`src/hw/rtl/rpcs_pkg.sv`:
```
// rpcs_pkg: widths, fixed-point constants, stage counts and constant-table
// functions for the rotary position cosine/sine pipeline
// depends on nothing; every rpcs_* module imports it
package rpcs_pkg;

    // build options
    localparam int FRAME_BITS    = 16;
    localparam int OUT_BITS      = 16;
    localparam int CORDIC_STAGES = 16;

    // field widths
    localparam int FRAME_W = 16;
    localparam int PAIR_W  = 7;
    localparam int BASE_W  = 20;
    localparam int HDIM_W  = 8;
    localparam int CFG_W   = 20;

    // stream payload widths, rounded up to whole bytes
    localparam int IN_DATA_W  = ((FRAME_W + PAIR_W + 7) / 8) * 8;
    localparam int OUT_DATA_W = ((2 * OUT_BITS + 7) / 8) * 8;

    // log2 of the base, unsigned q5.24
    localparam int LOG_FRAC = 24;
    localparam int LOG_INT  = 5;
    localparam int LOG_W    = LOG_INT + LOG_FRAC;
    localparam int CNT_W    = $clog2(LOG_FRAC);

    // pair times log2, then long division by half_dim
    localparam int NUM_W = PAIR_W + LOG_W;
    localparam int REM_W = HDIM_W;

    // inverse frequency q.32 and root table entries
    localparam int ROM_LEN = 24;
    localparam int INV_W   = 33;
    localparam int ROOT_W  = 32;

    // angle product and reduction modulo two pi
    localparam int TURN_W     = 35;
    localparam int ANG_W      = FRAME_BITS + INV_W;
    localparam int MOD_STAGES = ANG_W - TURN_W + 1;
    localparam logic [TURN_W-1:0] TWO_PI_Q32  = 35'h6487ED511;
    localparam logic [TURN_W-1:0] PI_Q32      = 35'h3243F6A88;
    localparam logic [TURN_W-1:0] HALF_PI_Q32 = 35'h1921FB544;
    localparam longint QUARTER_PI_Q32 = 64'sd3373259426;

    // rotation datapath
    localparam int Z_W      = 36;
    localparam int XY_W     = 34;
    localparam int SHIFT_W  = 5;
    localparam int CORDIC_N = (CORDIC_STAGES < ROM_LEN) ? CORDIC_STAGES : ROM_LEN;

    // configuration register indexes
    typedef enum logic [0:0] {
        CFG_FREQ_BASE = 1'b0,
        CFG_HALF_DIM  = 1'b1
    } cfg_index_t;

    // control that travels alongside each stage
    typedef struct packed {
        logic                  valid;
        logic                  err;
        logic [FRAME_BITS-1:0] frame;
    } side_t;

    // integer square root, bit pair at a time
    function automatic logic [63:0] isqrt64(input logic [63:0] v_in);
        logic [63:0] v;
        logic [63:0] res;
        logic [63:0] bit_m;
        int          j;
        v     = v_in;
        res   = 64'd0;
        bit_m = 64'd1 << 62;
        for (j = 0; j < 32; j++)
        begin
            if (bit_m > v)
                bit_m = bit_m >> 2;
        end
        for (j = 0; j < 32; j++)
        begin
            if (bit_m != 64'd0)
            begin
                if (v >= res + bit_m)
                begin
                    v   = v - (res + bit_m);
                    res = (res >> 1) + bit_m;
                end
                else
                begin
                    res = res >> 1;
                end
                bit_m = bit_m >> 2;
            end
        end
        return res;
    endfunction

    // restoring shift-subtract quotient, for table building only
    function automatic logic [63:0] udiv64(input logic [63:0] a, input logic [63:0] b);
        logic [63:0] r;
        logic [63:0] q;
        int          j;
        r = 64'd0;
        q = 64'd0;
        for (j = 63; j >= 0; j--)
        begin
            r = {r[62:0], a[j]};
            if (r >= b)
            begin
                r    = r - b;
                q[j] = 1'b1;
            end
        end
        return q;
    endfunction

    // 2^(-2^-m) in q0.32, by repeated square roots
    function automatic logic [ROOT_W-1:0] root_q32(input int m);
        logic [63:0] r;
        int          i;
        r = isqrt64(64'd1 << 63);
        for (i = 2; i <= m; i++)
            r = isqrt64(r << 32);
        return r[ROOT_W-1:0];
    endfunction

    // arctan(2^-i) in q.32 from the odd power series
    function automatic longint atan_q32(input int i);
        longint sum;
        longint t;
        int     n;
        int     sh;
        sum = 0;
        if (i == 0)
            return QUARTER_PI_Q32;
        for (n = 0; n < 64; n++)
        begin
            sh = 60 - i * (2 * n + 1);
            if (sh >= 0)
            begin
                t   = longint'(udiv64(64'd1 << sh, 64'(2 * n + 1)));
                sum = (n % 2 == 1) ? sum - t : sum + t;
            end
        end
        return (sum + (64'sd1 <<< 27)) >>> 28;
    endfunction

    // reciprocal of the rotation gain, q2.30
    function automatic longint gain_q30();
        logic [63:0] p;
        logic [63:0] s;
        int          i;
        p = 64'd1 << 61;
        for (i = 0; i < CORDIC_STAGES; i++)
        begin
            if (2 * i < 62)
                p = p + (p >> (2 * i));
        end
        s = isqrt64(p >> 1);
        return longint'(udiv64(64'd1 << 60, s));
    endfunction

endpackage

```
`src/hw/rtl/rpcs_mod_cell.sv`:
```
// rpcs_mod_cell: one conditional subtract of a shifted two pi
// depends on rpcs_pkg
module rpcs_mod_cell (
    input  logic                       clk,
    input  logic                       rst_n,
    input  logic                       en,
    input  logic [rpcs_pkg::ANG_W-1:0] modulus,
    input  rpcs_pkg::side_t            side_i,
    input  logic [rpcs_pkg::ANG_W-1:0] ang_i,
    output rpcs_pkg::side_t            side_o,
    output logic [rpcs_pkg::ANG_W-1:0] ang_o
);
    import rpcs_pkg::*;

    always_ff @(posedge clk or negedge rst_n)
    begin
        if (!rst_n)
            side_o <= '0;
        else if (en)
            side_o <= side_i;
    end

    // subtract when the remainder still reaches this multiple
    always_ff @(posedge clk)
    begin
        if (en)
            ang_o <= (ang_i >= modulus) ? ang_i - modulus : ang_i;
    end

endmodule

```
`config.mk`:
```
export PLATFORM = sky130hd
export DESIGN_NAME = rpcs_mod_cell
export DESIGN_NICKNAME = d
export VERILOG_FILES = /design/src/hw/rtl/rpcs_pkg.sv /design/src/hw/rtl/rpcs_mod_cell.sv
export SDC_FILE = /design/constraint.sdc
export NUM_CORES = 1
export LEC_CHECK = 0
export ABC_AREA = 1
export BUFFER_PORTS_ARGS = -buffer_cell sky130_fd_sc_hd__buf_2
export CORE_AREA = 3 3 151 153
export CTS_BUF_LIST = sky130_fd_sc_hd__clkbuf_8
export DETAILED_ROUTE_END_ITERATION = 16
export DIE_AREA = 0 0 154 156
export PLACE_DENSITY_LB_ADDON = 0.08
export RECOVER_POWER = 25
export SLEW_MARGIN = 20
export SYNTH_ARGS = -nofsm -noshare
export SYNTH_HDL_FRONTEND = slang
export SYNTH_SLANG_ARGS = --single-unit
```
`constraint.sdc`:
```
create_clock -name clk -period 0.8 [get_ports clk]
set_input_delay 0.2 -clock clk [delete_from_list [all_inputs] [get_ports clk]]
set_output_delay 0.2 -clock clk [all_outputs]
set_load 0.005 [all_outputs]
```
==> After elaboration in Yosys (flattened, before gate mapping) <==
Cells that the tools add are included.
{ "word_totals": {"ff_bits": 67, "input_bits": 119, "out_inout_bits": 67} }
{ "op_classes": {"add_sub_neg": 1, "magnitude_cmp": 1, "muxes": 1} }
{ "ops": {"columns": ["operator", "n"], "rows": [
  ["greater-or-equal comparator 49 bit", 1],
  ["two-way mux 49 bit", 1],
  ["subtractor 49 bit", 1]
]} }

==> Logic depth before layout (Yosys ltp) <==
Gate-level depths: netlist (run 1).
{ "depth": {"word_depth": 2, "depth_mapped": 17, "ltp_nobuf": 16} }

==> Least setup slack after synthesis (run 1) <==
Ideal clock, no wire load.
{ "synth_timing": {"path_type": "input -> register", "start": "input port modulus[43] in the netlist's numbering", "end": "register ang_o[23] in the netlist's numbering (data pin)", "arrival_time_ns": 1.738, "t_required_ns": 0.546, "setup_slack_ns": -1.192, "cell_stages": 14, "cell_sequence": "inv_1 -> ha_1 -> nand2_1 -> inv_1 -> a21oi_1 -> inv_1 -> a21oi_1 -> nand2_1 -> a21oi_2 -> nand3_2 -> buf_6 -> buf_6 -> nand2_1 -> nand2_1"} }
{ "synth_between": {"elab_chain_len": 2} }
{ "synth_rtl": {"columns": ["element", "line", "source"], "rows": [
  ["from (decl)", "rpcs_mod_cell.sv:7", "input logic [rpcs_pkg::ANG_W-1:0] modulus,"],
  ["greater-or-equal comparator 49 bit", "rpcs_mod_cell.sv:27", "ang_o <= (ang_i >= modulus) ? ang_i - modulus : ang_i;"],
  ["two-way mux 49 bit", "rpcs_mod_cell.sv:27", null],
  ["to (signal assigned)", "rpcs_mod_cell.sv:27", null],
  ["to (decl)", "rpcs_mod_cell.sv:11", "output logic [rpcs_pkg::ANG_W-1:0] ang_o"]
]} }
Every way passes these cells.
A chain may end at the register's enable or synchronous reset.

==> Final worst setup path (run 1) <==
{ "layout_timing": {"start": "input port ang_i[22] in the netlist's numbering", "end": "register ang_o[30] in the netlist's numbering (data pin)"} }
{ "layout_between": {"elab_chain_len": 2, "word_cells_on_any_way": 3, "cone_classes": "1 x add/sub; 1 x order compare; 1 x mux"} }
{ "layout_rtl": {"columns": ["element", "line", "source"], "rows": [
  ["from (decl)", "rpcs_mod_cell.sv:9", "input logic [rpcs_pkg::ANG_W-1:0] ang_i,"],
  ["subtractor 49 bit / greater-or-equal comparator 49 bit (equally long branches)", "rpcs_mod_cell.sv:27", null],
  ["two-way mux 49 bit (*)", "rpcs_mod_cell.sv:27", null]
]} }
Mark *: on every way between the ends. The rest lies on a longest branch, timed or not.

==> impl_metrics.json, run 1 <==
{
  "r2r_cells": 2,
  "total_power_mw": 15.50,
  "finalCritPeriodShare": 2.273,
  "diodes": 0,
  "utilization": 0.5419,
  "run_status": "finished, violations left",
  "postRouteWirelength_um": 30220,
  "h-tree-depth": 3,
  "dieWidth_um": 154,
  "clk_latency_ns": 0.37,
  "cts.sinks": 67,
  "synth_area_leaders": "nand2_1, edfxtp_1, inv_1",
  "worstSetupStartpoint": "ang_i[22]",
  "clockBufferDepth": 2,
  "fin_setup_tns_ns": -70.39,
  "maxClockFrequency_mhz": 550.0,
  "worstSetupPathDepth": 11,
  "grt_max_degree": 50,
  "boundaryPins": 186,
  "routedWlPerCell_um": 15.64,
  "cts-buffers-inserted": 9,
  "final_cell_mix": "nand2_1, inv_1, buf_4, buf_2, nor2_1",
  "yosys.area.top_type_share": 0.2691,
  "period_needed_ns": 1.818,
  "areaGrowthSynthToFinish_pct": 56.33,
  "die_area_um2": 24020,
  "drive_gt1_frac": 0.3838,
  "syn-mean-instance-area_um2": 5.934,
  "crit_path_frequent_cell": "nand2_1",
  "final-setup-viol-count": 152,
  "relSlewSlack": 0.6575,
  "yosys_register_bits": 67,
  "netlist-cell-type-count": 31,
  "fp.dieH_um": 156,
  "path_buf_inv": 3,
  "grt_pass1_vias": 8464,
  "drt-vias-per-instance": 4.553,
  "use_met1": 0.3374,
  "max_stage_delay_ns": 0.29,
  "worstMarginPinSlew_ns": 0.5137,
  "use_met3": 0.02718,
  "cts_root_buffer": "clkbuf_8",
  "fill_cells": 2292,
  "synthCells": 1267,
  "dp_hpwl_um": 23460,
  "power_density_nw_per_um2": 1319,
  "drtPass1Iterations": 5,
  "final_net_count": 1816,
  "rsz0062_at_grt": "yes",
  "worstPathMaxFanout": 25,
  "num_rows": 54,
  "met2_usage": 0.3908,
  "drc": 0,
  "vias": 8797,
  "ir_drop_v": 0.0008101,
  "hold_viol": 0,
  "io_buffers": 185,
  "layout_commonest_cell": "nand2_1",
  "gp_congestion": 0.9251,
  "leakagePower_nw": 6.602,
  "worstSetupPathType": "input port to flip-flop",
  "setup_ws_ns": -1.018,
  "reg2reg_slack_ns": -0.11,
  "start_kind": "input port",
  "path_clk_slew_ns": 0.10,
  "slowest_stage": "ha_4",
  "antenna_found_initial": 0,
  "grt-ovfl-total": 0,
  "netlist_area_um2": 7518,
  "initial_core_util": 0.3467,
  "drt_iter0_drc": 488,
  "hold_class": "input port to flip-flop",
  "cts_tree": "built",
  "synth_top_cell_by_area": "nand2_1",
  "gr-usage-all-layers": 0.2363,
  "synth_nets": 1436,
  "crit_path_end": "ang_o[30]",
  "grt_pass1_wl_um": 44800,
  "finClkSkew_ns": 0,
  "grt.busiest_layer": "met2",
  "violations": "setup timing",
  "arrival_ns": 1.95,
  "crit_family": "simple AND/OR/NAND/NOR gates",
  "rr_startpoint": "side_o[8]",
  "fp.coreArea_um2": 21690,
  "drv_cap": 0,
  "worstPathRequired_ns": 0.93,
  "postRouteAntennaNets": 0,
  "yosysWarningCount": 0,
  "seq_area_frac_synth": 0.2556,
  "endpoint_kind": "flip-flop",
  "r2r-end": "side_o[8]",
  "path_cells": "buf_2 -> ha_4 -> nand2_1 -> nor2_1 -> buf_4 -> nand2_1 -> nor2_2 -> nand3_4 -> buf_12 -> nand4_1 -> nand2_1",
  "slew_viol_final": 0
}
==> power breakdown <==
group / internal [mW] / switching, mW
combinational: 3.47 / 4.03
sequential: 4.31 / 0.133
clock: 1.81 / 1.75
==> Yosys cell counts <==
| master | n |
|---|---|
| nor4_1 | 2 |
| nand3_1 | 45 |
| nor2_2 | 2 |
| clkbuf_1 | 11 |
| fa_1 | 1 |
| nor2_4 | 1 |
| buf_6 | 2 |
| edfxtp_1 | 49 |
| nor3_1 | 3 |
| nor3_2 | 1 |
| ha_1 | 49 |
| a21oi_1 | 31 |
| buf_2 | 8 |
| o21bai_1 | 3 |
| inv_1 | 285 |
| nor2_1 | 93 |
| nand3b_1 | 1 |
| nand3_2 | 3 |
| and2_1 | 1 |
| inv_2 | 7 |
| xor2_1 | 25 |
| clkinv_1 | 2 |
| a21oi_2 | 1 |
| nand2_2 | 1 |
| nand2_1 | 539 |
| buf_4 | 2 |
| mux2_2 | 18 |
| nand4_4 | 1 |
| nor4_4 | 1 |
| nand4_1 | 61 |
| dfrtp_1 | 18 |
==> cell type report <==
class / count / area, µm² / area share
sequential: 67 / 1922 / 0.1635
tap: 280 / 350.3 / 0.02981
clock buffer: 9 / 123.9 / 0.01054
multi-input combinational: 883 / 5419 / 0.4610
inverter: 294 / 1129 / 0.09602
clock inverter: 7 / 103.9 / 0.008835
timing repair buffer: 392 / 2706 / 0.2303
==> worst reg2reg max path: stages, from the launching register on <==
cell,delay (ns)
dfrtp_1,0.40
buf_4,0.14
mux2_4,0.27
==> routing by layer <==
layer  up-vias  share of wire
li1       4613              -
met1      3936           0.48
met2       233           0.45
met3        15          0.051
met4         0          0.014
met5         -              0
==> how the worst min path moves through the flow <==
| stage | depth (start not counted) | end | start | slack [ns] |
|---|---|---|---|---|
| after floorplan | 0 | side_o[0] | rst_n | -0.1 |
| after global placement | 1 | side_o[17] | rst_n | 0.15 |
| after detailed placement | 1 | side_o[3] | rst_n | 0.15 |
| after CTS | 2 | side_o[12] | side_i[12] | 0.02 |
| after global routing | 2 | side_o[4] | side_i[4] | 0.02 |
| final | 2 | side_o[4] | side_i[4] | 0.04 |
==> logic make-up (layout without fill, tap and decap cells) <==
kind of cell / count (synthesis) / count (layout) / share of synthesized area
AO/OA/AOI/OAI: 35 / 35 / 0.02480
buffers and inverters: 317 / 702 / 0.1626
AND/OR/NAND/NOR: 755 / 755 / 0.4167
multiplexers: 18 / 18 / 0.02696
flip-flops: 67 / 67 / 0.2556
adder cells (fa/ha/maj): 50 / 50 / 0.08421
XOR/XNOR: 25 / 25 / 0.02912
==> through the flow <==
stage / hold slack, ns / cell area, µm² / worst slack, ns / cells
after detailed placement: 0.1501 / 10930 / -1.505 / 1896
after CTS: 0.02336 / 11260 / -0.9737 / 1914
final: 0.04350 / 11750 / -1.018 / 1932
after floorplan: -0.09559 / 8342 / -1.057 / 1267
after global placement: 0.1494 / 10930 / -1.536 / 1896
after global routing: 0.02436 / 11750 / -1.109 / 1932
==> state kept, by name, summed over array words and instances (netlist names) <==
register	count
ang_o	49
side_o	18
==> timing repair <==
item / in CTS / in global routing
hold endpoints to repair: 18 / 0
gates cloned: 1 / 5
pin swaps: 2 / 22
hold buffers: 1 / 0
gates resized for setup: 19 / 118
endpoints found under the setup margin: 116 / 117
setup buffers: 0 / 13
(Power assumes the default switching activity.)
==> run 2, diff against run 1 <==
--- a/config.mk
+++ b/config.mk
@@ -13,6 +13,7 @@
 export DIE_AREA = 0 0 154 156
 export PLACE_DENSITY_LB_ADDON = 0.08
 export RECOVER_POWER = 25
+export SKIP_LAST_GASP = 1
 export SLEW_MARGIN = 20
 export SYNTH_ARGS = -nofsm -noshare
 export SYNTH_HDL_FRONTEND = slang
==> run 2 against run 1 <==
The flow still finishes with violations (setup timing). Final cell count up 0.67%. Sequential power is essentially flat. First-iteration DRC count down 1.8%. Critical endpoint unchanged. Power up 3.4%. Highest routed layer unchanged. Largest power group unchanged. Non-clock buffer count rose by 13. Global-route usage barely moved. Via count is 0.72% higher.
==> impl_metrics.json, run 2 (synthesis results as in run 1) <==
{
  "grt_pass1_vias": 8461,
  "areaGrowthSynthToFinish_pct": 62.79,
  "die_area_um2": 24020,
  "crit_family": "simple AND/OR/NAND/NOR gates",
  "setup_ws_ns": -0.9973,
  "clk_latency_ns": 0.37,
  "finalCritPeriodShare": 2.247,
  "drv_cap": 0,
  "max_stage_delay_ns": 0.28,
  "dieWidth_um": 154,
  "top_regs": "ang_o (49), side_o (18)",
  "path_cells": "buf_4 -> ha_4 -> nand2_2 -> nor2_2 -> buf_4 -> nand2_1 -> nor2_2 -> nand3_4 -> buf_12 -> nand4_1 -> nand2_1",
  "cts.sinks": 67,
  "final_net_count": 1829,
  "placed_area_um2": 10930,
  "antenna_found_initial": 0,
  "io_buffers": 185,
  "final-setup-viol-count": 152,
  "worstPathMaxFanout": 25,
  "fin_cells": 1945,
  "power_density_nw_per_um2": 1310,
  "ir_drop_v": 0.0007884,
  "drt_iter0_drc": 479,
  "worstPathRequired_ns": 0.94,
  "dpl.cell_count": 1896,
  "path_clk_slew_ns": 0.10,
  "worstMarginPinSlew_ns": 0.5142,
  "drt-vias-per-instance": 4.555,
  "maxClockFrequency_mhz": 556.4,
  "initial_core_util": 0.3467,
  "cts_root_buffer": "clkbuf_8",
  "reg2reg_slack_ns": -0.11,
  "fp.coreArea_um2": 21690,
  "postRouteAntennaNets": 0,
  "drc": 0,
  "gr-usage-all-layers": 0.2362,
  "top_register": "ang_o",
  "grt-ovfl-total": 0,
  "leakagePower_nw": 6.795,
  "grt_pass1_wl_um": 44790,
  "relSlewSlack": 0.6572,
  "fill_cells": 2218,
  "violations": "setup timing",
  "num_rows": 54,
  "dp_hpwl_um": 23460,
  "fp.dieH_um": 156,
  "rsz0062_at_grt": "yes",
  "routedWlPerCell_um": 15.79,
  "gp_congestion": 0.9251,
  "largest_register_ffs": 49,
  "clockBufferDepth": 2,
  "period_needed_ns": 1.797,
  "arrival_ns": 1.93,
  "slowest_stage": "ha_4",
  "final_cell_area_um2": 12240,
  "boundaryPins": 186,
  "drtPass1Iterations": 5,
  "h-tree-depth": 3,
  "grt_max_degree": 50,
  "cts-buffers-inserted": 9,
  "cts_tree": "built",
  "finClkSkew_ns": 0,
  "hold_class": "input port to flip-flop",
  "layout_commonest_cell": "nand2_1",
  "run_status": "finished, violations left",
  "hold_viol": 0,
  "worstSetupPathType": "input port to flip-flop",
  "drive_gt1_frac": 0.4252,
  "final_cell_mix": "nand2_1, inv_1, buf_4, buf_2, nand2_2",
  "start_kind": "input port",
  "slew_viol_final": 0,
  "path_buf_inv": 3,
  "diodes": 0,
  "endpoint_kind": "flip-flop",
  "postRouteWirelength_um": 30720,
  "vias": 8860
}
## run 2: layout make-up
cell class	instances	area, µm²	area share
Tap cell	280	350.3	0.02862
Clock buffer	9	123.9	0.01012
Inverter	294	1136	0.09282
Multi-Input combinational cell	883	5662	0.4626
Sequential cell	67	1922	0.1570
Clock inverter	7	103.9	0.008485
Timing Repair Buffer	405	2942	0.2403
## run 2: worst paths after layout
check | start | end | depth (start not counted)
worst max register to register | side_o[8] | side_o[8] | 2
min in group asynchronous | rst_n | side_o[17] | 2
worst min register to register | side_o[15] | side_o[15] | 1
worst min-delay path | side_i[4] | side_o[4] | 2
max in group asynchronous | rst_n | side_o[9] | 2
worst max-delay path | ang_i[22] | ang_o[30] | 11
## run 2: stage by stage
step / hold slack (ns) / power (mW) / utilization / setup TNS, ns / worst slack [ns]
global route: 0.02436 / 17.06 / 0.5643 / -76.73 / -1.070
CTS: 0.02336 / 15.07 / 0.5184 / -67.28 / -1.003
detailed placement: 0.1501 / 11.31 / 0.5042 / -80.07 / -1.505
floorplan: -0.09559 / 8.198 / - / -49.89 / -1.057
finish: 0.04134 / 16.03 / 0.5643 / -67.94 / -0.9973
global placement: 0.1494 / 11.29 / 0.5042 / -81.18 / -1.536
## run 2: timing repair
action / in CTS / in global routing
setup endpoints to repair: 116 / 117
hold buffers: 1 / 0
gates cloned: 1 / 6
hold endpoints to repair: 18 / 0
resized for setup: 13 / 229
buffers inserted: 0 / 25
pin swaps: 1 / 49
## run 2: worst reg2reg max path: stages (launching register included)
cell     delay, ns
dfrtp_1       0.40
buf_4         0.14
mux2_4        0.27
## run 2: layer usage
layer / share of wire / routed length (µm) / vias to the layer above / track usage
li1: - / - / 4634 / -
met1: 0.48 / 14610 / 3960 / 0.3374
met2: 0.46 / 14010 / 241 / 0.3906
met3: 0.050 / 1547 / 25 / 0.02718
met4: 0.018 / 549 / 0 / 0.04121
met5: 0 / 0 / - / 0
## run 2: where the power goes
group	switching, mW	leakage [nW]	internal (mW)
clock network	1.77	0.115	1.81
logic	4.26	5.99	3.75
registers	0.133	0.688	4.31
total	6.16	6.80	9.87
==> run 3, diff against run 2 <==
--- a/config.mk
+++ b/config.mk
@@ -7,10 +7,10 @@
 export LEC_CHECK = 0
 export ABC_AREA = 1
 export BUFFER_PORTS_ARGS = -buffer_cell sky130_fd_sc_hd__buf_2
-export CORE_AREA = 3 3 151 153
+export CORE_AREA = 3 3 180 129
 export CTS_BUF_LIST = sky130_fd_sc_hd__clkbuf_8
 export DETAILED_ROUTE_END_ITERATION = 16
-export DIE_AREA = 0 0 154 156
+export DIE_AREA = 0 0 183 132
 export PLACE_DENSITY_LB_ADDON = 0.08
 export RECOVER_POWER = 25
 export SKIP_LAST_GASP = 1
==> run 3 against run 2 <==
Largest power group unchanged. Non-clock buffer count rose by 56. Final cell count rose by 3.0%. First-iteration DRC count rose by 30%. The run still ends with setup timing left. Highest routed layer unchanged. Global-route usage rose by 2.0 points. Clock power rose by 1%. Clock skew did not move. Flip-flop and latch count did not move.
==> impl_metrics.json, run 3 (synthesis results as in run 1) <==
{
  "cts_root_buffer": "clkbuf_8",
  "total_power_mw": 17.35,
  "path_clk_slew_ns": 0.09,
  "top_register": "ang_o",
  "routedWlPerCell_um": 16.22,
  "drt-vias-per-instance": 4.661,
  "drc": 0,
  "postRouteWirelength_um": 32480,
  "areaGrowthSynthToFinish_pct": 81.79,
  "slowest_stage": "fa_2",
  "seq_power_share": 0.257,
  "path_cells": "buf_12 -> inv_12 -> ha_4 -> inv_4 -> fa_2 -> nand2_2 -> nand2_2 -> nand3_2 -> nand2_4 -> nand2_4 -> nand3_4 -> buf_6 -> xor2_1 -> nand2_1 -> nand2_1",
  "cts.sinks": 67,
  "gr-usage-all-layers": 0.2564,
  "drv_cap": 0,
  "die_area_um2": 24160,
  "drt_iter0_drc": 621,
  "endpoint_kind": "flip-flop",
  "use_met1": 0.4204,
  "relSlewSlack": 0.6948,
  "finalCritPeriodShare": 2.192,
  "largest_register_ffs": 49,
  "start_kind": "input port",
  "layout_commonest_cell": "nand2_1",
  "dieWidth_um": 183,
  "holdWs_ns": 0.04237,
  "worstSetupPathType": "input port to flip-flop",
  "vias": 9335,
  "postRouteAntennaNets": 0,
  "use_met3": 0.02813,
  "h-tree-depth": 3,
  "hold_class": "input port to flip-flop",
  "initial_core_util": 0.3477,
  "utilization": 0.6322,
  "drive_gt1_frac": 0.5479,
  "dpl_worst_slack_ns": -1.522,
  "antenna_found_initial": 0,
  "clk_latency_ns": 0.38,
  "final-setup-viol-count": 123,
  "finClkSkew_ns": 0,
  "power_density_nw_per_um2": 1269,
  "p_sw_mw": 6.819,
  "clockBufferDepth": 2,
  "rsz0062_at_grt": "yes",
  "max_stage_delay_ns": 0.42,
  "final_net_count": 1885,
  "dpl.cell_count": 1932,
  "worstPathMaxFanout": 3,
  "slew_viol_final": 0,
  "boundaryPins": 186,
  "worstPathRequired_ns": 0.95,
  "diodes": 0,
  "drtPass1Iterations": 5,
  "hold_viol": 0,
  "ir_drop_v": 0.0007451,
  "leakagePower_nw": 7.465,
  "swShare": 0.3931,
  "cts_tree": "built",
  "period_needed_ns": 1.754,
  "io_buffers": 185,
  "violations": "setup timing",
  "dp_hpwl_um": 25180,
  "grt_pass1_wl_um": 48270,
  "path_buf_inv": 4,
  "fp.coreArea_um2": 21620,
  "grt_pass1_vias": 8711,
  "run_status": "finished, violations left",
  "pwr-share-comb": 0.534,
  "gp_congestion": 0.9021,
  "cts-buffers-inserted": 9,
  "p_clk_frac": 0.209,
  "grt-ovfl-total": 0,
  "fin_cells": 2003,
  "num_rows": 45,
  "maxClockFrequency_mhz": 570.2,
  "p_int_mw": 10.53,
  "top_regs": "ang_o (49), side_o (18)",
  "met2_usage": 0.3619,
  "setup_ws_ns": -0.9536,
  "crit_family": "simple AND/OR/NAND/NOR gates",
  "arrival_ns": 1.90,
  "grt_max_degree": 36,
  "fp.dieH_um": 132,
  "final_cell_mix": "nand2_1, buf_4, inv_1, buf_2, nand2_2",
  "worstMarginPinSlew_ns": 0.4578,
  "grt.busiest_layer": "met1",
  "fill_cells": 2087
}
==> run 3: changes by cell type in the layout (fill, tap and decap cells not counted), moves of 16 or more <==
cell / previous run / this run
nand2_4: 26 / 70
nand2_1: 431 / 327
nor2_4: 15 / 31
nor2_1: 60 / 34
a21oi_1: 27 / 9
buf_6: 21 / 52
nand2_2: 83 / 143
buf_2: 163 / 147
buf_4: 199 / 243
==> run 3: path summary, 6_finish.rpt <==
kind,start,to,slack (ns),cells past startpoint
worst min-delay path,side_i[5],side_o[5],0.04,2
min in group asynchronous,rst_n,side_o[15],0.29,2
worst max-delay path,ang_i[0],ang_o[24],-0.95,15
max in group asynchronous,rst_n,side_o[9],0.18,2
worst min register to register,side_o[3],side_o[3],0.51,1
worst max register to register,side_o[9],side_o[9],-0.10,2
==> run 3: worst register-to-register path, stage by stage, from the launching register on <==
cell     delay, ns
dfrtp_1       0.39
buf_4         0.13
mux2_4        0.26
==> run 3: power groups by stage <==
stage,registers [mW],logic (mW),clock network [mW]
finish,4.46,9.26,3.63
global route,4.51,10.1,3.77
CTS,4.46,8.10,3.68
detailed placement,4.53,7.01,0
global placement,4.52,7.00,0
floorplan,4.59,3.61,0
==> run 3: final cells by class <==
cell class,instances,area (µm²),share of cell area
repair buffers,461,3477,0.2544
clock inverters,6,95.09,0.006957
inverters,294,1149,0.08404
flip-flops and latches,67,1922,0.1406
multi-input cells,883,6535,0.4781
clock buffers,10,137.6,0.01007
well taps,282,352.8,0.02581
==> run 3: per-layer routing <==
metal  vias up  part of all wire
li1       4758                 -
met1      4314              0.53
met2       245              0.41
met3        18             0.050
met4         0            0.0085
met5         -                 0
==> run 3: repair_timing <==
item	4_1_cts	5_1_grt
buffers inserted	35	22
gates resized for setup	265	282
endpoints found under the hold margin	18	0
gates cloned	2	2
pin swaps	37	130
hold buffers	1	0
endpoints found under the setup margin	116	121
==> run 3: stage by stage <==
| stage | TNS, ns | cell area (µm²) |
|---|---|---|
| final | -63.91 | 13670 |
| after detailed placement | -80.67 | 11150 |
| after global placement | -81.17 | 11150 |
| after floorplan | -49.89 | 8342 |
| after global routing | -70.47 | 13670 |
| after CTS | -63.62 | 12560 |
