$ cat config.mk
export PLATFORM = sky130hd
export DESIGN_NAME = rpcs_cordic_cell
export DESIGN_NICKNAME = d
export VERILOG_FILES = /design/src/hw/rtl/rpcs_pkg.sv /design/src/hw/rtl/rpcs_cordic_cell.sv
export SDC_FILE = /design/constraint.sdc
export NUM_CORES = 1
export LEC_CHECK = 0
export BUFFER_PORTS_ARGS = -buffer_cell sky130_fd_sc_hd__buf_4
export CAP_MARGIN = 10
export CELL_PAD_IN_SITES_DETAIL_PLACEMENT = 0
export CELL_PAD_IN_SITES_GLOBAL_PLACEMENT = 1
export CORE_MARGIN = 3
export CORE_UTILIZATION = 35
export CTS_BUF_LIST = sky130_fd_sc_hd__clkbuf_4 sky130_fd_sc_hd__clkbuf_8
export CTS_CLUSTER_SIZE = 8
export DETAILED_ROUTE_END_ITERATION = 10
export PLACE_DENSITY = 0.73
export SYNTH_ARGS = -nofsm -noshare
export SYNTH_HDL_FRONTEND = slang
export SYNTH_SLANG_ARGS = --single-unit
$ cat constraint.sdc
create_clock -name clk -period 0.9 [get_ports clk]
set_input_delay 0.09 -clock clk [delete_from_list [all_inputs] [get_ports clk]]
set_output_delay 0.09 -clock clk [all_outputs]
set_load 0.005 [all_outputs]
$ cat src/hw/rtl/rpcs_pkg.sv
// rpcs_pkg: widths, fixed-point constants, stage counts and constant-table
// functions for the rotary position cosine/sine pipeline
// depends on nothing; every rpcs_* module imports it
package rpcs_pkg;

    // build options
    localparam int FRAME_BITS    = 16;
    localparam int OUT_BITS      = 16;
    localparam int CORDIC_STAGES = 16;

    // field widths
    localparam int FRAME_W = 16;
    localparam int PAIR_W  = 7;
    localparam int BASE_W  = 20;
    localparam int HDIM_W  = 8;
    localparam int CFG_W   = 20;

    // stream payload widths, rounded up to whole bytes
    localparam int IN_DATA_W  = ((FRAME_W + PAIR_W + 7) / 8) * 8;
    localparam int OUT_DATA_W = ((2 * OUT_BITS + 7) / 8) * 8;

    // log2 of the base, unsigned q5.24
    localparam int LOG_FRAC = 24;
    localparam int LOG_INT  = 5;
    localparam int LOG_W    = LOG_INT + LOG_FRAC;
    localparam int CNT_W    = $clog2(LOG_FRAC);

    // pair times log2, then long division by half_dim
    localparam int NUM_W = PAIR_W + LOG_W;
    localparam int REM_W = HDIM_W;

    // inverse frequency q.32 and root table entries
    localparam int ROM_LEN = 24;
    localparam int INV_W   = 33;
    localparam int ROOT_W  = 32;

    // angle product and reduction modulo two pi
    localparam int TURN_W     = 35;
    localparam int ANG_W      = FRAME_BITS + INV_W;
    localparam int MOD_STAGES = ANG_W - TURN_W + 1;
    localparam logic [TURN_W-1:0] TWO_PI_Q32  = 35'h6487ED511;
    localparam logic [TURN_W-1:0] PI_Q32      = 35'h3243F6A88;
    localparam logic [TURN_W-1:0] HALF_PI_Q32 = 35'h1921FB544;
    localparam longint QUARTER_PI_Q32 = 64'sd3373259426;

    // rotation datapath
    localparam int Z_W      = 36;
    localparam int XY_W     = 34;
    localparam int SHIFT_W  = 5;
    localparam int CORDIC_N = (CORDIC_STAGES < ROM_LEN) ? CORDIC_STAGES : ROM_LEN;

    // configuration register indexes
    typedef enum logic [0:0] {
        CFG_FREQ_BASE = 1'b0,
        CFG_HALF_DIM  = 1'b1
    } cfg_index_t;

    // control that travels alongside each stage
    typedef struct packed {
        logic                  valid;
        logic                  err;
        logic [FRAME_BITS-1:0] frame;
    } side_t;

    // integer square root, bit pair at a time
    function automatic logic [63:0] isqrt64(input logic [63:0] v_in);
        logic [63:0] v;
        logic [63:0] res;
        logic [63:0] bit_m;
        int          j;
        v     = v_in;
        res   = 64'd0;
        bit_m = 64'd1 << 62;
        for (j = 0; j < 32; j++)
        begin
            if (bit_m > v)
                bit_m = bit_m >> 2;
        end
        for (j = 0; j < 32; j++)
        begin
            if (bit_m != 64'd0)
            begin
                if (v >= res + bit_m)
                begin
                    v   = v - (res + bit_m);
                    res = (res >> 1) + bit_m;
                end
                else
                begin
                    res = res >> 1;
                end
                bit_m = bit_m >> 2;
            end
        end
        return res;
    endfunction

    // restoring shift-subtract quotient, for table building only
    function automatic logic [63:0] udiv64(input logic [63:0] a, input logic [63:0] b);
        logic [63:0] r;
        logic [63:0] q;
        int          j;
        r = 64'd0;
        q = 64'd0;
        for (j = 63; j >= 0; j--)
        begin
            r = {r[62:0], a[j]};
            if (r >= b)
            begin
                r    = r - b;
                q[j] = 1'b1;
            end
        end
        return q;
    endfunction

    // 2^(-2^-m) in q0.32, by repeated square roots
    function automatic logic [ROOT_W-1:0] root_q32(input int m);
        logic [63:0] r;
        int          i;
        r = isqrt64(64'd1 << 63);
        for (i = 2; i <= m; i++)
            r = isqrt64(r << 32);
        return r[ROOT_W-1:0];
    endfunction

    // arctan(2^-i) in q.32 from the odd power series
    function automatic longint atan_q32(input int i);
        longint sum;
        longint t;
        int     n;
        int     sh;
        sum = 0;
        if (i == 0)
            return QUARTER_PI_Q32;
        for (n = 0; n < 64; n++)
        begin
            sh = 60 - i * (2 * n + 1);
            if (sh >= 0)
            begin
                t   = longint'(udiv64(64'd1 << sh, 64'(2 * n + 1)));
                sum = (n % 2 == 1) ? sum - t : sum + t;
            end
        end
        return (sum + (64'sd1 <<< 27)) >>> 28;
    endfunction

    // reciprocal of the rotation gain, q2.30
    function automatic longint gain_q30();
        logic [63:0] p;
        logic [63:0] s;
        int          i;
        p = 64'd1 << 61;
        for (i = 0; i < CORDIC_STAGES; i++)
        begin
            if (2 * i < 62)
                p = p + (p >> (2 * i));
        end
        s = isqrt64(p >> 1);
        return longint'(udiv64(64'd1 << 60, s));
    endfunction

endpackage

$ cat src/hw/rtl/rpcs_cordic_cell.sv
// rpcs_cordic_cell: one rotation-mode cordic micro-rotation
// depends on rpcs_pkg
module rpcs_cordic_cell (
    input  logic                                clk,
    input  logic                                rst_n,
    input  logic                                en,
    input  logic [rpcs_pkg::SHIFT_W-1:0]        shift,
    input  logic signed [rpcs_pkg::Z_W-1:0]     angle,
    input  rpcs_pkg::side_t                     side_i,
    input  logic                                neg_i,
    input  logic signed [rpcs_pkg::XY_W-1:0]    x_i,
    input  logic signed [rpcs_pkg::XY_W-1:0]    y_i,
    input  logic signed [rpcs_pkg::Z_W-1:0]     z_i,
    output rpcs_pkg::side_t                     side_o,
    output logic                                neg_o,
    output logic signed [rpcs_pkg::XY_W-1:0]    x_o,
    output logic signed [rpcs_pkg::XY_W-1:0]    y_o,
    output logic signed [rpcs_pkg::Z_W-1:0]     z_o
);
    import rpcs_pkg::*;

    logic signed [XY_W-1:0] xs;
    logic signed [XY_W-1:0] ys;

    assign xs = x_i >>> shift;
    assign ys = y_i >>> shift;

    always_ff @(posedge clk or negedge rst_n)
    begin
        if (!rst_n)
            side_o <= '0;
        else if (en)
            side_o <= side_i;
    end

    // rotate towards zero residual angle
    always_ff @(posedge clk)
    begin
        if (en)
        begin
            neg_o <= neg_i;
            if (z_i >= 0)
            begin
                x_o <= x_i - ys;
                y_o <= y_i + xs;
                z_o <= z_i - angle;
            end
            else
            begin
                x_o <= x_i + ys;
                y_o <= y_i - xs;
                z_o <= z_i + angle;
            end
        end
    end

endmodule

* Yosys cells after proc, flatten, opt, wreduce, memory -nomap -nowiden
Cells that the tools add are included.
** Word-level totals
- Flip-flop bits (word level) :: 123
- Input bits :: 167
- Logic and storage cells :: 19
** Operators by class
- Add/sub/neg operators :: 6
- $lt $le $gt $ge :: 1
- Shift-type cells :: 2
- Multiplexer cells :: 3
** Operator list (count)
- adder 34 bit :: 2
- two-way mux 34 bit :: 2
- >>> shifter 34 x 5 -> 34 bit :: 2
- subtractor 34 bit :: 2
- adder 36 bit :: 1
- greater-or-equal comparator 36 x 1 -> 1 bit, second input constant :: 1
- two-way mux 36 bit :: 1
- subtractor 36 bit :: 1

* Longest topological paths before layout
Gate-level depths: netlist of run 1.
- Depth in word-level cells :: 3
- Gate-level depth with buffers :: 28
- Gate-level depth less buffers :: 22

* Least setup slack after synthesis of run 1
No wires, ideal clock.
- Path type :: input-to-reg
- Start point :: input port shift[1] in the netlist's numbering
- End point :: register x_o[33] in the netlist's numbering (data pin)
- Data arrival time :: 5328 ps
- Required time :: 638 ps
- Slack :: -4690 ps
- Cell stages on the path :: 24
- Cells stage by stage :: buf_4 -> buf_6 -> buf_6 -> buf_4 -> mux4_2 -> a221oi_1 -> a21oi_1 -> a2bb2oi_1 -> ha_1 -> nand3_1 -> nand3b_1 -> o2111a_1 -> nor3_1 -> ha_1 -> a21o_1 -> a21o_1 -> a21oi_1 -> o21ai_0 -> a221o_1 -> a41o_1 -> a31o_2 -> a2111oi_0 -> nor3_1 -> xnor2_1
** Between the ends
- Longest elaborated chain between the ends :: 3
- Elaborated cells on any way between the ends :: 4
** Ends and longest elaborated chain
- from (decl) :: line rpcs_cordic_cell.sv:7 : input logic [rpcs_pkg::SHIFT_W-1:0] shift,
- >>> shifter 34 x 5 -> 34 bit * :: line rpcs_cordic_cell.sv:26 : assign ys = y_i >>> shift;
- adder 34 bit or subtractor 34 bit (tied branches) :: line rpcs_cordic_cell.sv:50, rpcs_cordic_cell.sv:44
- two-way mux 34 bit * :: line rpcs_cordic_cell.sv:42 : if (z_i >= 0)
- to (signal assigned) :: line rpcs_cordic_cell.sv:44 : x_o <= x_i - ys;
- to (signal assigned) :: line rpcs_cordic_cell.sv:50 : x_o <= x_i + ys;
- to (decl) :: line rpcs_cordic_cell.sv:16 : output logic signed [rpcs_pkg::XY_W-1:0] x_o,
Every way passes the cells marked *; elsewhere a longest branch is shown, timed or not.
A chain may end at the register's enable or synchronous reset.

* Final worst setup path of run 1
Same ends and word-level chain as after synthesis.

==> results of run 1 <==
==> what timing repair did <==
item / CTS / global route
hold endpoints to repair: 78 / 5
pin swaps: 208 / 182
setup buffers: 128 / 74
setup endpoints to repair: 226 / 260
gates cloned: 2 / 0
resized for setup: 381 / 237
==> critical path, delay by kind of cell <==
kind                       cells  cell delay (ps)
xor gates and xnor gates       1              120
adders and majority gates      1              280
and+or+nand+nor                7             1070
AOI/OAI and AO/OA             10             2170
buffers and inverters          5              740
muxes                          1              510
==> metrics by stage <==
stage	hold WS, ps	TNS (ps)	utilization (%)	setup slack [ps]
after CTS	-231	-310360	63.0	-3680
after floorplan	-206	-293850	-	-4040
after global routing	-184	-334320	66.7	-3930
after detailed placement	-30.7	-352190	55.7	-4630
after global placement	-38.1	-348250	55.7	-4650
final	-163	-318050	66.7	-3790
==> power breakdown <==
group          switching (mW)  leakage [nW]  internal, mW
Combinational            12.7          11.6          15.2
Clock                    3.11         0.234          3.14
Sequential              0.553          1.24          8.17
==> worst min-delay path by stage <==
| stage | startpoint | end | cells after the start |
|---|---|---|---|
| global route | y_i[0] | y_o[0]$_DFFE_PP_ | 2 |
| floorplan | rst_n | side_o[0]$_DFFE_PN0P_ | 0 |
| finish | y_i[0] | y_o[0]$_DFFE_PP_ | 2 |
| CTS | y_i[0] | y_o[0]$_DFFE_PP_ | 2 |
| global placement | rst_n | side_o[0]$_DFFE_PN0P_ | 1 |
| detailed placement | rst_n | side_o[0]$_DFFE_PN0P_ | 1 |
==> cells in the final DEF (no fill, tap or decap), types with 24 or more instances in the layout <==
cell type      count
buf_4            979
buf_6            164
nand2_1          116
edfxtp_1         105
ha_1              90
xnor2_1           82
nor2_1            72
a21o_1            71
xor2_1            68
mux4_2            67
a21oi_2           59
o21ai_0           55
mux2i_1           51
mux2_2            51
a21oi_1           46
inv_1             35
o21ai_2           28
buf_12            28
o21ai_1           25
dlygate4sd3_1     24
==> flip-flops by register name (all words and copies together), names as in the netlist <==
name	flops
x_o	34
y_o	34
neg_o	1
z_o	36
side_o	18
==> final cells by class <==
class,count,share of cell area [%]
Clock buffer,17,0.808
Clock inverter,15,0.782
Inverter,50,0.708
Multi-Input combinational cell,1416,47.5
Sequential cell,123,12.4
Tap cell,585,2.53
Timing Repair Buffer,1206,35.3
==> kinds of logic (layout without fill, tap and decap cells) <==
family,Yosys count,after routing
compound gates,531,531
simple gates,410,410
mux,186,186
xor+xnor,182,182
buf+inv,132,1288
flops,123,123
fa+ha+maj,107,107
==> layer usage <==
layer / up-vias / wire length [um] / track usage [%]
met2: 744 / 37200 / 52.4
met3: 162 / 5310 / 6.91
met1: 9262 / 30800 / 38.1
met5: - / 0 / 0
li1: 8709 / - / -
met4: 0 / 2920 / 12.0
==> results.sh, run 1 <==
export IMPL_fp_dieArea_um2=46900
export IMPL_cp_endpoint="x_o[33]$_DFFE_PP_"
export IMPL_finalCriticalPeriod_ps=4690
export IMPL_powerDensity_nw_per_um2=1480
export IMPL_seq_area_um2=3600
export IMPL_synth_seq_area_share_pct=23.2
export IMPL_slew_violations=0
export IMPL_worstReg2RegEnd="side_o[13]$_DFFE_PN0P_"
export IMPL_fin_skew_ps=0
export IMPL_place_congestion=0.991
export IMPL_drt_iter0_markers=1436
export IMPL_rr_worst_depth=2
export IMPL_rsz0062_at_grt="yes"
export IMPL_worstMarginPinSlew_ps=660
export IMPL_drc=0
export IMPL_grt_pass1_wl_mm=111
export IMPL_synth_compound_area_share_pct=23.0
export IMPL_synth_xor_area_share_pct=10.3
export IMPL_synth_area_leaders="edfxtp_1, mux4_2, ha_1, xnor2_1, xor2_1"
export IMPL_final_cell_area_um2=29000
export IMPL_fmax_mhz=213
export IMPL_synth_edff_count=105
export IMPL_fillers=3454
export IMPL_ys_types=85
export IMPL_fin_ws_ps=-3790
export IMPL_nets=3088
export IMPL_worstPathRequired_ps=1210
export IMPL_clockBufferDepth=2
export IMPL_h_tree_depth=4
export IMPL_final_cells=3412
export IMPL_grt_pass1_vias=19100
export IMPL_worstPathArrival_ps=5000
export IMPL_synth_cells_most_frequent="nand2_1, a21oi_1, o21ai_0, xnor2_1, edfxtp_1"
export IMPL_die_y_um=216
export IMPL_critPathMaxStageDelay_ps=510
export IMPL_cts_tree="yes"
export IMPL_hpwl_mm=57.8
export IMPL_diodes=0
export IMPL_track_usage_pct=30.8
export IMPL_synth_fa_ha_area_share_pct=8.78
export IMPL_r2r_setup_slack_ps=10
export IMPL_status="finished with violations"
export IMPL_syn_inst=1671
export IMPL_synth_warnings=0
export IMPL_critPathMaxFanout=7
export IMPL_leakage_nw=13.1
export IMPL_holdBufCountCts=24
export IMPL_multi_input_area_um2=13700
export IMPL_viasPerCell=5.53
export IMPL_timing_rr_start="side_o[13]$_DFFE_PN0P_"
export IMPL_synth_ff_type="edfxtp_1"
export IMPL_cp_slowest_cell="mux4_2"
export IMPL_area_growth_pct=86.8
export IMPL_wl_per_cell_um=22.3
export IMPL_power_mw=42.8
export IMPL_routed_wirelength_mm=76.2
export IMPL_clk_pin_slew_ps=100
export IMPL_dpl_instance_area_um2=24200
export IMPL_vdd_drop_max_mv=1.18
export IMPL_maxCapViolCount=0
export IMPL_vias=18900
export IMPL_coreArea_um2=43500
export IMPL_synth_most_common_cell="nand2_1"
export IMPL_grt_max_degree=41
export IMPL_synth_top_area_share_pct=20.3
export IMPL_syn_area_um2=15500
export IMPL_crit_start="shift[1]"
export IMPL_synth_area_mux_share_pct=17.9
export IMPL_async_reset_ff_share_pct=14.6
export IMPL_hold_ws_ps=-163
export IMPL_globalRouteOverflowTotal=0
export IMPL_synth_fp_nets=1945
export IMPL_fin_crit_sh_pct=521
export IMPL_violations="negative hold slack, negative setup slack"
export IMPL_start_kind="primary input"
export IMPL_syn_avg_cell_area_um2=9.28
export IMPL_critPathCaptureType="flop"
export IMPL_min_delay_path_class="in2reg"
export IMPL_cts_root_buf="clkbuf_8"
export IMPL_dp_cells=3197
export IMPL_drive_above_1_share_pct=61.0
export IMPL_cts_inserted_buffers=17
export IMPL_synth_top_family_by_area="compound AO/OA/AOI/OAI gates"
export IMPL_ys_ff_latch=123
export IMPL_crit_type="in2reg"
export IMPL_max_slew_margin_rel_pct=55.8
export IMPL_io_buffers=289
export IMPL_ant_nets=0
export IMPL_drtPass1Iterations=8
export IMPL_ios=290
export IMPL_cts_sinks=123
export IMPL_path_common_cell="buf_4"
export IMPL_setup_violations_final=234
export IMPL_synth_simple_area_share_pct=13.2
export IMPL_die_w_um=216
export IMPL_yosysTopAreaCell="edfxtp_1"
export IMPL_rows=76
export IMPL_initial_utilization_pct=35.7
export IMPL_clk_latency_ps=570
export IMPL_final_hold_viol_count=3
export IMPL_antenna_found_initial=0
(Power assumes the default switching activity.)
==> inputs of run 2 (changes only) <==
CORE_ASPECT_RATIO = 1.25   (was unset)
PLACE_DENSITY = unset   (was 0.73)
PLACE_DENSITY_LB_ADDON = 0.1   (was unset)
==> results.sh, run 2 (synthesized netlist as in run 1, its figures left out) <==
export IMPL_status="finished with violations"
export IMPL_violations="negative hold slack, negative setup slack"
export IMPL_drc=0
export IMPL_p_sw_mw=15.5
export IMPL_reg_top3="z_o (36), x_o (34), y_o (34)"
export IMPL_clk_latency_ps=500
export IMPL_maxCapViolCount=0
export IMPL_grt_pass1_wl_mm=112
export IMPL_die_y_um=241
export IMPL_die_w_um=194
export IMPL_regMostFlops="z_o"
export IMPL_wl_per_cell_um=22.4
export IMPL_cts_sinks=123
export IMPL_grt_max_degree=43
export IMPL_worstPathArrival_ps=5020
export IMPL_holdBufCountCts=24
export IMPL_dp_worst_setup_slack_ps=-4760
export IMPL_routed_wirelength_mm=76.0
export IMPL_crit_type="in2reg"
export IMPL_path_common_cell="or4_4"
export IMPL_slew_violations=0
export IMPL_min_delay_path_class="in2reg"
export IMPL_worstMarginPinSlew_ps=765
export IMPL_cp_slowest_cell="or4_4"
export IMPL_drtPass1Iterations=5
export IMPL_leakage_nw=12.9
export IMPL_ant_nets=0
export IMPL_vdd_drop_max_mv=1.17
export IMPL_final_common_cell="buf_4"
export IMPL_largest_reg_flops=36
export IMPL_fin_ws_ps=-3840
export IMPL_io_buffers=289
export IMPL_internal_power_mw=25.1
export IMPL_rsz0062_at_grt="yes"
export IMPL_fmax_mhz=211
export IMPL_clockBufferDepth=2
export IMPL_cts_root_buf="clkbuf_8"
export IMPL_globalRouteOverflowTotal=0
export IMPL_pwr_share_comb_pct=66.2
export IMPL_start_kind="primary input"
export IMPL_final_hold_viol_count=2
export IMPL_nets=3091
export IMPL_drive_above_1_share_pct=59.7
export IMPL_powerDensity_nw_per_um2=1430
export IMPL_setup_violations_final=226
export IMPL_ios=290
export IMPL_critPathMaxStageDelay_ps=560
export IMPL_power_mw=40.6
export IMPL_h_tree_depth=4
export IMPL_initial_utilization_pct=35.7
export IMPL_fin_skew_ps=0
export IMPL_clk_pin_slew_ps=90
export IMPL_finalCriticalPeriod_ps=4740
export IMPL_hpwl_mm=60.0
export IMPL_viasPerCell=5.54
export IMPL_hold_ws_ps=-28.8
export IMPL_critPathCaptureType="flop"
export IMPL_worstPathRequired_ps=1170
export IMPL_rows=85
export IMPL_grt_pass1_vias=19200
export IMPL_cts_tree="yes"
export IMPL_clkPwrFrac_pct=12.4
export IMPL_fin_crit_sh_pct=527
export IMPL_fp_dieArea_um2=46900
export IMPL_utilization_pct=65.5
export IMPL_antenna_found_initial=2
export IMPL_critPathMaxFanout=3
export IMPL_cts_inserted_buffers=17
export IMPL_fillers=3502
export IMPL_switching_share_pct=38.2
export IMPL_vias=18800
export IMPL_max_slew_margin_rel_pct=48.7
export IMPL_place_congestion=0.978
export IMPL_pwr_share_seq_pct=21.3
export IMPL_crit_path_cell_trace="buf_6, or4_4, or4_4, or4_4, or4_4, or4_4, or2_4, o31ai_4, xor2_1, ha_1, nand2_1, o21bai_1, a32o_2, a211o_1, a21bo_2, mux2i_1, a211o_1"
export IMPL_area_growth_pct=83.4
export IMPL_final_cell_mix="buf_4, nand2_1, buf_6, edfxtp_1, ha_1"
export IMPL_coreArea_um2=43400
export IMPL_track_usage_pct=30.9
export IMPL_drt_iter0_markers=1050
==> run 2: changes by cell type in the layout (fill, tap and decap cells not counted), moves of 6 or more <==
cell	previous run	this run
o21ai_1	25	35
buf_4	979	1028
a21oi_1	46	52
inv_1	35	42
buf_6	164	119
nand2_4	11	4
buf_12	28	20
nand2_1	116	126
==> run 2: what timing repair did <==
action / CTS / global route
cloned: 6 / 0
setup buffers: 100 / 44
hold endpoints to repair: 44 / 3
pin swaps: 188 / 129
resized for setup: 354 / 181
endpoints found under the setup margin: 226 / 245
==> run 2: area by class of cell <==
cell class / instances / area (um^2) / area share (%)
multi-input combinational: 1416 / 13500 / 47.4
timing repair buffer: 1209 / 10100 / 35.4
sequential: 123 / 3600 / 12.7
tap: 565 / 707 / 2.49
clock buffer: 17 / 234 / 0.823
inverter: 50 / 205 / 0.722
clock inverter: 15 / 134 / 0.471
antenna: 1 / 2.50 / 0.00880
==> run 2: path summary, 6_finish.rpt <==
kind	start	to	slack [ps]	cells after the start
max	angle[5]	z_o[34]$_DFFE_PP_	-3840	17
min	z_i[1]	z_o[1]$_DFFE_PP_	-30	2
max reg2reg	side_o[1]$_DFFE_PN0P_	side_o[1]$_DFFE_PN0P_	110	1
min reg2reg	side_o[0]$_DFFE_PN0P_	side_o[0]$_DFFE_PN0P_	510	1
max in group asynchronous	rst_n	side_o[0]$_DFFE_PN0P_	160	3
min in group asynchronous	rst_n	side_o[13]$_DFFE_PN0P_	540	3
==> run 2: power groups by stage <==
stage                     clock network (mW)  logic [mW]  registers, mW
after global placement                     0        21.5           8.69
after detailed placement                   0        21.7           8.73
after global routing                    5.42        28.7           8.81
final                                   5.05        26.9           8.67
after CTS                               5.24        24.8           8.64
after floorplan                            0        10.0           8.83
==> run 2: critical path: cells and delay by family <==
family / cells / cell delay (ps)
simple gates: 7 / 2890
compound gates: 6 / 1370
fa+ha+maj: 1 / 350
xor+xnor: 1 / 110
mux: 1 / 110
buf+inv: 1 / 90
==> run 2: routing by layer <==
| metal | GRT usage (%) | share of wire [%] | up-vias |
|---|---|---|---|
| li1 | - | - | 8730 |
| met1 | 36.2 | 39 | 9165 |
| met4 | 14.4 | 5.4 | 0 |
| met3 | 5.05 | 5.5 | 199 |
| met5 | 0 | 0 | - |
| met2 | 55.7 | 50 | 710 |
==> run 2: per-stage QoR <==
step | instance area, um^2 | setup TNS, ps | instances
4_1_cts | 27400 | -307710 | 3365
3_3_place_gp | 24400 | -361040 | 3220
6_report | 28400 | -307770 | 3396
2_1_floorplan | 16100 | -293850 | 1671
5_1_grt | 28400 | -324780 | 3396
3_5_place_dp | 24400 | -363860 | 3220
==> inputs of run 3 (changes only) <==
CORE_UTILIZATION = 48   (was 35)
clock period = 5.55 ns   (was 0.9 ns; I/O delays follow)
==> results.sh, run 3 (synthesized netlist as in run 1, its figures left out) <==
export IMPL_fin_skew_ps=0
export IMPL_worstPathArrival_ps=5660
export IMPL_routed_wirelength_mm=62.2
export IMPL_clockBufferDepth=2
export IMPL_area_growth_pct=41.8
export IMPL_finalCriticalPeriod_ps=5390
export IMPL_crit_path_cell_trace="buf_8, buf_6, buf_4, mux4_2, nand2_1, nand2_1, a221oi_4, nand2_2, nor4_4, buf_4, nand2b_1, o21ai_0, xnor2_1, ha_1, a21o_1, a21o_1, a21oi_1, o21ai_1, a221o_1, a41o_1, a31o_2, a2111oi_2, nor3_1, xnor2_1"
export IMPL_cts_tree="yes"
export IMPL_final_cell_area_um2=22000
export IMPL_nets=2641
export IMPL_drt_iter0_markers=1791
export IMPL_fp_dieArea_um2=34500
export IMPL_final_cell_mix="buf_4, nand2_1, a21oi_1, o21ai_0, xnor2_1"
export IMPL_worstPathRequired_ps=5820
export IMPL_powerDensity_nw_per_um2=244
export IMPL_leakage_nw=9.99
export IMPL_vias=17100
export IMPL_start_kind="primary input"
export IMPL_setup_violations_final=0
export IMPL_status="finished, final reports clean"
export IMPL_cts_sinks=123
export IMPL_regMostFlops="z_o"
export IMPL_antenna_found_initial=1
export IMPL_critPathMaxFanout=18
export IMPL_ant_nets=0
export IMPL_wl_per_cell_um=22.3
export IMPL_utilization_pct=70.1
export IMPL_min_delay_path_class="in2reg"
export IMPL_clk_pin_slew_ps=100
export IMPL_slew_violations=0
export IMPL_coreArea_um2=31400
export IMPL_track_usage_pct=34.7
export IMPL_grt_max_degree=72
export IMPL_rsz0062_at_grt="yes"
export IMPL_largest_reg_flops=36
export IMPL_cp_slowest_cell="mux4_2"
export IMPL_drc=0
export IMPL_place_congestion=1.07
export IMPL_globalRouteOverflowTotal=0
export IMPL_initial_utilization_pct=49.5
export IMPL_fin_crit_sh_pct=97.1
export IMPL_worstMarginPinSlew_ps=1000
export IMPL_reg_top3="z_o (36), x_o (34), y_o (34)"
export IMPL_viasPerCell=6.13
export IMPL_max_slew_margin_rel_pct=33.1
export IMPL_ios=290
export IMPL_drtPass1Iterations=5
export IMPL_io_buffers=289
export IMPL_fmax_mhz=185
export IMPL_grt_pass1_wl_mm=94.2
export IMPL_grt_pass1_vias=16900
export IMPL_crit_type="in2reg"
export IMPL_vdd_drop_max_mv=0.209
export IMPL_drive_above_1_share_pct=40.7
export IMPL_final_common_cell="buf_4"
export IMPL_critPathCaptureType="flop"
export IMPL_critPathMaxStageDelay_ps=520
export IMPL_h_tree_depth=4
export IMPL_hpwl_mm=50.4
export IMPL_die_w_um=167
export IMPL_dpl_instance_area_um2=21400
export IMPL_rows=72
export IMPL_final_hold_viol_count=0
export IMPL_clk_latency_ps=500
export IMPL_maxCapViolCount=0
export IMPL_die_y_um=207
export IMPL_cts_root_buf="clkbuf_8"
export IMPL_diodes=0
export IMPL_cts_inserted_buffers=17
-- run 3: changes by cell type in the layout (fill, tap and decap cells not counted), sizes merged --
cell	change
buf	-427
bufbuf	-1
dlygate4sd3	-22
clkbuf	+1
bufinv	-1
diode	-1
dlymetal6s4s	-1
inv	+1
-- run 3: cell type report --
class / count / area (um^2)
Timing Repair Buffer: 759 / 5820
Clock inverter: 15 / 149
Inverter: 50 / 188
Fill cell: 2540 / 9360
Multi-Input combinational cell: 1416 / 11500
Sequential cell: 123 / 3600
Tap cell: 407 / 509
Clock buffer: 17 / 234
-- run 3: critical path, delay by kind of cell --
| kind | cells | cell delay [ps] |
|---|---|---|
| XOR/XNOR | 2 | 290 |
| AO/OA/AOI/OAI | 10 | 2450 |
| buffers and inverters | 4 | 710 |
| AND/OR/NAND/NOR | 6 | 860 |
| adder cells (fa/ha/maj) | 1 | 260 |
| multiplexers | 1 | 520 |
-- run 3: per-layer routing --
metal  global-route usage (%)  share of wire [%]  routed length, um
met1                     42.0                 39              24200
met2                     60.1                 48              30000
met3                     5.98                7.6               4720
met4                     17.4                5.3               3320
met5                        0                  0                  0
-- run 3: final timing paths --
kind,from,to,slack [ps],cells after the start
min in group asynchronous,rst_n,side_o[2]$_DFFE_PN0P_,450,2
worst min-delay path,neg_i,neg_o$_DFFE_PP_,240,1
max in group asynchronous,rst_n,side_o[7]$_DFFE_PN0P_,4900,2
worst min register to register,side_o[16]$_DFFE_PN0P_,side_o[16]$_DFFE_PN0P_,520,1
worst max register to register,side_o[5]$_DFFE_PN0P_,side_o[5]$_DFFE_PN0P_,4770,1
worst max-delay path,shift[1],x_o[33]$_DFFE_PP_,160,24
-- run 3: power by group --
part	internal [mW]	switching (mW)	leakage, nW	total [mW]
clock network	0.333	0.509	0.198	0.843
logic	1.62	1.50	8.55	3.11
registers	1.32	0.0770	1.24	1.40
-- run 3: repair_timing --
action	4_1_cts	5_1_grt
hold endpoints to repair	18	0
setup endpoints to repair	0	20
setup buffers	0	1
hold buffers	1	0
gates resized for setup	0	25
-- run 3: per-stage QoR --
step                      setup TNS [ps]  power [mW]  instances  hold slack [ps]  setup slack (ps)
final                                  0        5.36       2787              236               159
after detailed placement           -6750        4.46       2752              436              -507
after global routing               -82.5        5.67       2787              219             -82.5
after global placement             -4910        4.39       2752              428              -434
after CTS                              0        5.31       2785              216              18.0
after floorplan                    -6.69        2.97       1671              259             -6.69
